`config.mk`:
```
export PLATFORM = sky130hd
export DESIGN_NAME = tts_cursor_calc
export DESIGN_NICKNAME = d
export VERILOG_FILES = /design/src/hw/rtl/tts_pkg.sv /design/src/hw/rtl/tts_cursor_calc.sv
export SDC_FILE = /design/constraint.sdc
export NUM_CORES = 1
export LEC_CHECK = 0
export BUFFER_PORTS_ARGS = -buffer_cell sky130_fd_sc_hd__buf_4
export CORE_MARGIN = 2
export CORE_UTILIZATION = 59
export DETAILED_ROUTE_END_ITERATION = 10
export PLACE_DENSITY = 0.85
export SLEW_MARGIN = 15
export SYNTH_ARGS = -nofsm -noshare
export SYNTH_HDL_FRONTEND = slang
export SYNTH_SLANG_ARGS = --single-unit
export TNS_END_PERCENT = 1
```
`constraint.sdc`:
```
create_clock -name vclk -period 8.35
set_input_delay 0.835 -clock vclk [all_inputs]
set_output_delay 0.835 -clock vclk [all_outputs]
set_load 0.02 [all_outputs]
```
`src/hw/rtl/tts_pkg.sv`:
```
// tts_pkg: shared types, constants and helpers of the text terminal screen engine
// used by tts_cursor_calc and text_terminal_screen_engine_top
package tts_pkg;

  localparam int MAX_COLUMNS = 64;
  localparam int MAX_LINES   = 32;
  localparam int TAB_WIDTH   = 8;

  localparam int COL_W  = $clog2(MAX_COLUMNS);
  localparam int ROW_W  = $clog2(MAX_LINES);
  localparam int CCOL_W = COL_W + 1;
  localparam int RCNT_W = ROW_W + 1;
  localparam int ADDR_W = ROW_W + COL_W;
  localparam int CELLS  = MAX_COLUMNS * MAX_LINES;

  localparam logic [CCOL_W-1:0] COLS_RESET = CCOL_W'(40);
  localparam logic [RCNT_W-1:0] ROWS_RESET = RCNT_W'(28);

  // configuration register indexes
  localparam logic CFG_COLS = 1'b0;
  localparam logic CFG_ROWS = 1'b1;

  // control characters
  localparam logic [7:0] CH_BS  = 8'h08;
  localparam logic [7:0] CH_TAB = 8'h09;
  localparam logic [7:0] CH_LF  = 8'h0A;
  localparam logic [7:0] CH_VT  = 8'h0B;
  localparam logic [7:0] CH_CR  = 8'h0D;

  // csi final bytes
  localparam logic [7:0] CSI_A = 8'h41;
  localparam logic [7:0] CSI_B = 8'h42;
  localparam logic [7:0] CSI_C = 8'h43;
  localparam logic [7:0] CSI_D = 8'h44;
  localparam logic [7:0] CSI_H = 8'h48;
  localparam logic [7:0] CSI_J = 8'h4A;
  localparam logic [7:0] CSI_K = 8'h4B;

  typedef enum logic [1:0] {
    ACT_PRINT = 2'd0,
    ACT_CTRL  = 2'd1,
    ACT_CSI   = 2'd2,
    ACT_READ  = 2'd3
  } action_t;

  typedef enum logic [3:0] {
    ST_CLEAR = 4'b0001,
    ST_IDLE  = 4'b0010,
    ST_ERASE = 4'b0100,
    ST_READ  = 4'b1000
  } state_t;

  typedef struct packed {
    logic [CCOL_W-1:0] col;
    logic [ROW_W-1:0]  line;
  } cursor_t;

  typedef struct packed {
    logic             go;
    logic [ROW_W-1:0] r0;
    logic [COL_W-1:0] c0;
    logic [ROW_W-1:0] r1;
    logic [COL_W-1:0] c1;
  } erase_t;

  function automatic logic [CCOL_W-1:0] cols_clamp(input logic [CCOL_W-1:0] v);
    logic [CCOL_W-1:0] r;
    r = v;
    if (v == '0) r = CCOL_W'(1);
    else if (v > CCOL_W'(MAX_COLUMNS)) r = CCOL_W'(MAX_COLUMNS);
    return r;
  endfunction

  function automatic logic [RCNT_W-1:0] rows_clamp(input logic [RCNT_W-1:0] v);
    logic [RCNT_W-1:0] r;
    r = v;
    if (v == '0) r = RCNT_W'(1);
    else if (v > RCNT_W'(MAX_LINES)) r = RCNT_W'(MAX_LINES);
    return r;
  endfunction

endpackage

```
`src/hw/rtl/tts_cursor_calc.sv`:
```
// tts_cursor_calc: next cursor, print position and erase range for one item
// depends on tts_pkg
module tts_cursor_calc (
  input  tts_pkg::cursor_t                cur,
  input  logic [tts_pkg::CCOL_W-1:0]      cols,
  input  logic [tts_pkg::RCNT_W-1:0]      rows,
  input  tts_pkg::action_t                action,
  input  logic [7:0]                      code,
  input  logic [15:0]                     param_first,
  input  logic [15:0]                     param_second,
  input  logic [4:0]                      param_count,
  output tts_pkg::cursor_t                nxt,
  output tts_pkg::cursor_t                print_at,
  output tts_pkg::erase_t                 erase
);
  import tts_pkg::*;

  logic [ROW_W-1:0]  line_dn;
  logic [15:0]       n;
  logic [16:0]       sum_l;
  logic [16:0]       sum_c;
  logic [CCOL_W:0]   tab_sum;
  logic [15:0]       h_col;
  logic [15:0]       h_row;
  logic [ROW_W-1:0]  rmax;
  logic [COL_W-1:0]  cmax;
  logic [COL_W-1:0]  cur_e;
  logic [CCOL_W-1:0] cols_m1;
  logic [RCNT_W-1:0] rows_m1;

  always_comb begin
    cols_m1 = cols - CCOL_W'(1);
    rows_m1 = rows - RCNT_W'(1);
    rmax    = rows_m1[ROW_W-1:0];
    cmax    = cols_m1[COL_W-1:0];
    cur_e   = (cur.col >= cols) ? cmax : cur.col[COL_W-1:0];
    line_dn = (({1'b0, cur.line} + RCNT_W'(1)) < rows) ? cur.line + ROW_W'(1) : cur.line;
    n       = (param_first == '0) ? 16'd1 : param_first;
    sum_l   = {12'b0, cur.line} + {1'b0, n};
    sum_c   = {10'b0, cur.col} + {1'b0, n};
    tab_sum = {1'b0, cur.col} + (CCOL_W + 1)'(TAB_WIDTH);
    h_col   = (param_second == '0) ? 16'd0 : param_second - 16'd1;
    h_row   = (param_first == '0) ? 16'd0 : param_first - 16'd1;

    nxt      = cur;
    print_at = cur;
    erase    = '0;

    case (action)
      ACT_PRINT: begin
        if (cur.col >= cols) begin
          print_at.col  = '0;
          print_at.line = line_dn;
        end
        nxt.col  = print_at.col + CCOL_W'(1);
        nxt.line = print_at.line;
      end
      ACT_CTRL: begin
        case (code)
          CH_BS:  if (cur.col != '0) nxt.col = cur.col - CCOL_W'(1);
          CH_LF: begin
            nxt.col  = '0;
            nxt.line = line_dn;
          end
          CH_CR:  nxt.col = '0;
          CH_TAB: begin
            if (tab_sum >= {1'b0, cols}) begin
              if (cur.col < cols) nxt.col = cols_m1;
            end else begin
              nxt.col = tab_sum[CCOL_W-1:0];
            end
          end
          CH_VT:  nxt.line = line_dn;
          default: ;
        endcase
      end
      ACT_CSI: begin
        if (code == CSI_H) begin
          if (param_count == 5'd0) begin
            nxt = '0;
          end else if (param_count == 5'd2) begin
            if (h_col < {9'b0, cols} && h_row < {10'b0, rows}) begin
              nxt.col  = h_col[CCOL_W-1:0];
              nxt.line = h_row[ROW_W-1:0];
            end
          end
        end else if (param_count != 5'd0) begin
          case (code)
            CSI_A: nxt.line = (n > {11'b0, cur.line}) ? '0 : cur.line - n[ROW_W-1:0];
            CSI_B: nxt.line = (sum_l >= {11'b0, rows}) ? rmax : sum_l[ROW_W-1:0];
            CSI_C: nxt.col  = (sum_c >= {10'b0, cols}) ? cols_m1 : sum_c[CCOL_W-1:0];
            CSI_D: nxt.col  = (n > {9'b0, cur.col}) ? '0 : cur.col - n[CCOL_W-1:0];
            CSI_J, CSI_K: begin
              if (param_first == 16'd0) begin
                erase.go = 1'b1;
                erase.r0 = cur.line;
                erase.c0 = cur_e;
                erase.r1 = (code == CSI_J) ? rmax : cur.line;
                erase.c1 = cmax;
              end else if (param_first == 16'd1) begin
                erase.go = 1'b1;
                erase.r0 = (code == CSI_J) ? '0 : cur.line;
                erase.c0 = '0;
                erase.r1 = cur.line;
                erase.c1 = cur_e;
              end else if (param_first == 16'd2) begin
                erase.go = 1'b1;
                erase.r0 = (code == CSI_J) ? '0 : cur.line;
                erase.c0 = '0;
                erase.r1 = (code == CSI_J) ? rmax : cur.line;
                erase.c1 = cmax;
              end
            end
            default: ;
          endcase
        end
      end
      default: ;
    endcase
  end

endmodule
```
==> impl_metrics.csv, run 1 <==
group,metric,value,unit
synth,synth_nets,994,
floorplanning,initial_core_util,61.1,%
global_route,gr-usage-met2,69.5,%
final_layout,n_sequential_cell,0,
route,vias_per_cell,6.99,
place,pre_cts_ws,0.414,ns
route,vias,7252,
final_layout,seqCellArea,0,µm²
setup_path,cp-start-kind,"input pin",
global_route,grt_max_degree,23,
synth,synth_cells,831,
route,first_pass_iters,6,
setup_path,arrival,6.96,ns
global_route,grt_pass1_wl,35400,µm
timing,slew_violations,0,
global_route,grt_pass1_vias,6736,
floorplanning,io-pin-count,119,
final_layout,diodes,0,
place,io_buffers,119,
power,power_density,62.0,nW/µm²
timing,min_period,7.80,ns
route,drtAntennaViolNets,0,
final_layout,final.clkbuf_count,0,
setup_path,crit_path_start,"param_first[0]",
floorplanning,core,9240,µm²
global_route,antenna_found_initial,0,
route,routedWlPerCell,21.8,µm
place,gp_congestion,1.08,
setup_path,crit_type,"input pin to output pin",
floorplanning,dieArea,10400,µm²
setup_path,cp_max_fo,10,
setup_path,cpPeakStageDelay,0.48,ns
timing,min_period_over_period,93.4,%
synth,avgSynthCellArea,6.79,µm²
power,ir_drop,0.0358,mV
place,dp_hpwl,18000,µm
timing,finalWorstSetupSlack,0.551,ns
outcome,status,"finished, final reports clean",
timing,fmax,0.128,GHz
global_route,grt_overflow_total,0,
min_path,min_from,"cur[4]",
cts,postCtsSetupBuffers,0,
timing,slew-limit-headroom,33.9,%
route,drtIter0Drc,921,
synth,synth_seq_area_share,0,%
timing,finalHoldViolCount,0,
floorplanning,die_h,102,µm
timing,worstMarginPinSlew,0.987,ns
final_layout,post_route_cells_drive_above_1_share,17.3,%
global_route,top_usage_layer,"met2",
floorplanning,chipWidth,102,µm
global_route,track_usage,42.8,%
floorplanning,rows,35,
setup_path,critPathBufInv,5,
min_path,hp-class,"input pin to output pin",
timing,setup_viol,0,
setup_path,path_delay_family,"simple AND/OR/NAND/NOR gates",
power,p_leak,2.87,nW
route,wirelength,22600,µm
synth,yosys_warnings,0,
setup_path,critPathRequiredTime,7.52,ns
final_layout,syn_to_final_growth,16.0,%
timing,tns,0,ns
synth,netlist_area,5640,µm²
global_route,met3_usage,5.18,%
timing,rsz0062_at_grt,"no",
route,drcViolationCount,0,
flow_run,max_cap_violations,0,
setup_path,endpoint_kind,"output pin",
global_route,grt_use_met1,58.1,%
final_layout,n_fill_cell,823,
setup_path,crit_slowest_cell,"fa_1",
final_layout,fin_nets,1073,
synth,synth_cell_types,84,
==> placed cells by master, fill, tap and decap left out, drive strengths merged, types with 12 or more instances in the layout <==
cell type  synthesis  routed
buf                9     121
ha                87      87
nor2              86      86
inv               63      63
a21oi             58      58
nand2             46      46
o21ai             44      44
xnor2             38      38
nor3              28      28
nand3             26      26
o22ai             18      18
nor4              18      18
a221oi            17      17
mux2i             15      15
nand4             15      15
nand2b            14      14
a211oi            14      14
xor2              13      13
o31ai             12      12
and3              12      12
==> cell type report <==
cell class / count / area, µm² / share of cell area, %
multi-input combinational: 723 / 5240 / 80.0
timing repair buffer: 121 / 908 / 13.9
tap: 129 / 161 / 2.47
inverter: 64 / 240 / 3.67
==> tightest hold or removal path, cell delays in order <==
cell,delay [ns]
buf_4,0.16
and2_1,0.14
buf_4,0.14
==> worst paths after layout <==
check        end  cells after the start
min    erase[21]                      3
max      nxt[11]                     25
==> what timing repair did <==
| action | in CTS | in global routing |
|---|---|---|
| setup endpoints to repair | 0 | 3 |
| hold buffers | 0 | 0 |
| resized for setup | 0 | 2 |
==> stage by stage <==
stage | instances | util (%) | total power [mW] | cell area [µm²] | hold WS (ns)
global route | 1037 | 70.8 | 0.436 | 6550 | 2.12
detailed placement | 1037 | 70.7 | 0.389 | 6540 | 2.10
floorplan | 831 | - | 0.257 | 5640 | 1.83
global placement | 1037 | 70.7 | 0.379 | 6540 | 2.10
finish | 1037 | 70.8 | 0.406 | 6550 | 2.11
CTS | 1037 | 70.7 | 0.391 | 6540 | 2.10
==> kinds of logic after synthesis <==
logic type	Yosys count	synth area share, %
adders and majority gates	91	20.7
AOI/OAI and AO/OA	252	30.8
muxes	22	4.06
buffers and inverters	108	7.38
and+or+nand+nor	307	29.1
xor gates and xnor gates	51	7.92
==> synth_stat cells (4+ instances only) <==
| cell | number | area, µm² |
|---|---|---|
| xnor2_1 | 38 | 333 |
| a21o_1 | 7 | 52.6 |
| o22ai_1 | 17 | 106 |
| a2bb2oi_1 | 4 | 35.0 |
| buf_2 | 9 | 45.0 |
| o21ai_1 | 7 | 35.0 |
| o21a_1 | 7 | 52.6 |
| nand4_1 | 14 | 87.6 |
| nor2_1 | 82 | 308 |
| xor2_1 | 13 | 114 |
| nand3_1 | 26 | 130 |
| or2_2 | 6 | 37.5 |
| a31oi_1 | 8 | 50.1 |
| fa_1 | 4 | 80.1 |
| nand2_1 | 46 | 173 |
| o211a_1 | 4 | 40.0 |
| o2111ai_1 | 6 | 52.6 |
| a221oi_1 | 16 | 140 |
| or4_1 | 4 | 30.0 |
| o21ai_0 | 36 | 180 |
| or3_1 | 6 | 37.5 |
| mux2i_1 | 15 | 150 |
| a211oi_1 | 14 | 105 |
| inv_1 | 61 | 229 |
| nand3b_1 | 5 | 37.5 |
| nand2b_1 | 14 | 87.6 |
| and3_1 | 12 | 75.1 |
| a21oi_1 | 58 | 290 |
| nor2b_1 | 11 | 68.8 |
| ha_1 | 87 | 1090 |
| o211ai_1 | 11 | 82.6 |
| mux2_2 | 5 | 56.3 |
| nor4_1 | 16 | 100 |
| o31ai_1 | 12 | 90.1 |
| clkbuf_1 | 35 | 131 |
| nor3_1 | 28 | 140 |
| and2_1 | 8 | 50.1 |
==> report_power, final <==
part / internal, mW / total [mW] / leakage (nW) / switching [mW]
logic: 0.159 / 0.406 / 2.87 / 0.247
registers: 0 / 0 / 0 / 0
clock network: 0 / 0 / 0 / 0
==> per-layer routing <==
layer,routed length [µm],vias up
li1,-,3264
met1,8940,3332
met2,10200,567
met3,2560,89
met4,899,0
met5,0,-
Power figures use the tool's default switching activity.
==> inputs of run 2 (changes only) <==
Settings changed: ABC_AREA from default to 1, CORE_UTILIZATION 59 to 60.
==> run 2 against run 1 <==
Worst setup slack gained 1.6 ns. Global-route usage shrank 5.7 points. Die area grew 9.5%. Synthesized cell count grew 34%. Final cell count grew 30%. Via count grew 8.2%. Power shrank 0.53%. Critical path depth grew 7. Flip-flop and latch count is the same. Cell area grew 11%. Worst hold slack lost 0.086 ns. Fmax grew 25%. Critical path type unchanged.
==> impl_metrics.csv, run 2 <==
group,metric,value,unit
synth,synth_cells,1115,
synth,netlist.area_leader.share,17.9,%
route,drcViolationCount,0,
final_layout,final.clkbuf_count,0,
global_route,grt_overflow_total,0,
synth,synth_commonest_cells,"300 x nand2_1, 146 x inv_1, 101 x nor2_1, 96 x nand3_1, 87 x ha_1",
power,ir_drop,0.0330,mV
setup_path,critPathRequiredTime,7.52,ns
outcome,status,"finished, final reports clean",
setup_path,cpPeakStageDelay,0.46,ns
final_layout,layout.cells.non_filler,1346,
setup_path,crit_type,"input pin to output pin",
timing,slew-limit-headroom,29.4,%
power,p_leak,3.89,nW
floorplanning,die_h,107,µm
power,power_density,55.7,nW/µm²
place,gp_congestion,1.06,
cts,cts_resized,0,
setup_path,cp_common_cell,"nand2_1",
global_route,track_usage,37.2,%
route,first_pass_iters,6,
timing,fmax,0.160,GHz
timing,finalHoldViolCount,0,
route,vias_per_cell,5.83,
setup_path,endpoint_kind,"output pin",
place,dp.cells,1346,
final_layout,fin_nets,1375,
floorplanning,core,10300,µm²
route,drtAntennaViolNets,0,
final_layout,mostFrequentLayoutCell,"nand2_1",
floorplanning,io-pin-count,119,
global_route,grt_pass1_wl,34600,µm
synth,yosysMostFrequentCell,"nand2_1",
setup_path,crit_slowest_cell,"nor2_1",
final_layout,syn_to_final_growth,14.8,%
synth,synthTopCellsByArea,"nand2_1 18%, ha_1 17%, inv_1 8.7%",
timing,whs,2.03,ns
floorplanning,initial_core_util,61.4,%
synth,netlist_area,6310,µm²
timing,setup_viol,0,
place,io_buffers,119,
timing,rsz0062_at_grt,"no",
final_layout,fin_util,70.5,%
route,vias,7844,
route,drtIter0Drc,839,
floorplanning,rows,37,
final_layout,post_route_cells_drive_above_1_share,16.4,%
timing,tns,0,ns
final_layout,final_cell_mix,"300 x nand2_1, 146 x inv_1, 120 x buf_4",
synth,synth_nets,1278,
global_route,grt_max_degree,22,
place,dp_hpwl,17800,µm
synth,synth_seq_area_share,0,%
timing,min_period,6.24,ns
timing,worstMarginPinSlew,1.05,ns
floorplanning,dieArea,11400,µm²
power,power,0.403,mW
timing,slew_violations,0,
min_path,hp-class,"input pin to output pin",
route,wirelength,21600,µm
setup_path,arrival,5.41,ns
synth,synth_top_area_cell,"nand2_1",
final_layout,n_sequential_cell,0,
synth,yosys_warnings,0,
synth,synth_cell_types,55,
setup_path,cp_max_fo,8,
global_route,grt_pass1_vias,7120,
timing,min_period_over_period,74.8,%
synth,avgSynthCellArea,5.66,µm²
final_layout,seqCellArea,0,µm²
route,routedWlPerCell,16.1,µm
flow_run,max_cap_violations,0,
floorplanning,chipWidth,107,µm
cts,cts_hold_buf,0,
final_layout,diodes,0,
setup_path,cp-start-kind,"input pin",
cts,postCtsSetupBuffers,0,
global_route,antenna_found_initial,0,
[run 2: power by group]
group          internal, mW  leakage (nW)  switching [mW]
Clock                     0             0               0
Sequential                0             0               0
Combinational         0.145          3.89           0.259
[run 2: path summary, 6_finish.rpt]
check	from	end	slack, ns	cells after the start
min	rows[0]	erase[6]	2.03	3
max	param_first[0]	nxt[6]	2.11	32
[run 2: kinds of logic (layout without fill, tap and decap cells)]
family,count (synthesis),in the layout,synth area share (%)
buffers and inverters,192,287,12.2
xor gates and xnor gates,38,38,5.28
and+or+nand+nor,625,625,47.2
adders and majority gates,91,91,18.5
AOI/OAI and AO/OA,169,169,16.7
[run 2: area by class of cell]
class	count	area [µm²]
well taps	136	170
repair buffers	120	901
multi-input cells	923	5540
inverters	167	634
fillers	1004	3040
[run 2: metrics by stage]
| stage | setup WS, ns | area (µm²) |
|---|---|---|
| finish | 2.11 | 7240 |
| global route | 1.65 | 7240 |
| floorplan | 3.04 | 6310 |
| detailed placement | 2.19 | 7240 |
| CTS | 2.18 | 7240 |
| global placement | 2.33 | 7240 |
[run 2: routing by layer]
metal	vias to the layer above	track usage, %	wire (µm)
met5	-	0	0
met4	0	12.4	735
met3	59	3.62	2260
met2	453	60.0	9330
met1	3430	51.7	9320
li1	3902	-	-
[run 2: critical path, delay by kind of cell]
family	cells	cell delay [ns]
and+or+nand+nor	21	2.41
xor gates and xnor gates	1	0.28
AOI/OAI and AO/OA	2	0.27
buffers and inverters	5	0.71
adders and majority gates	3	0.87
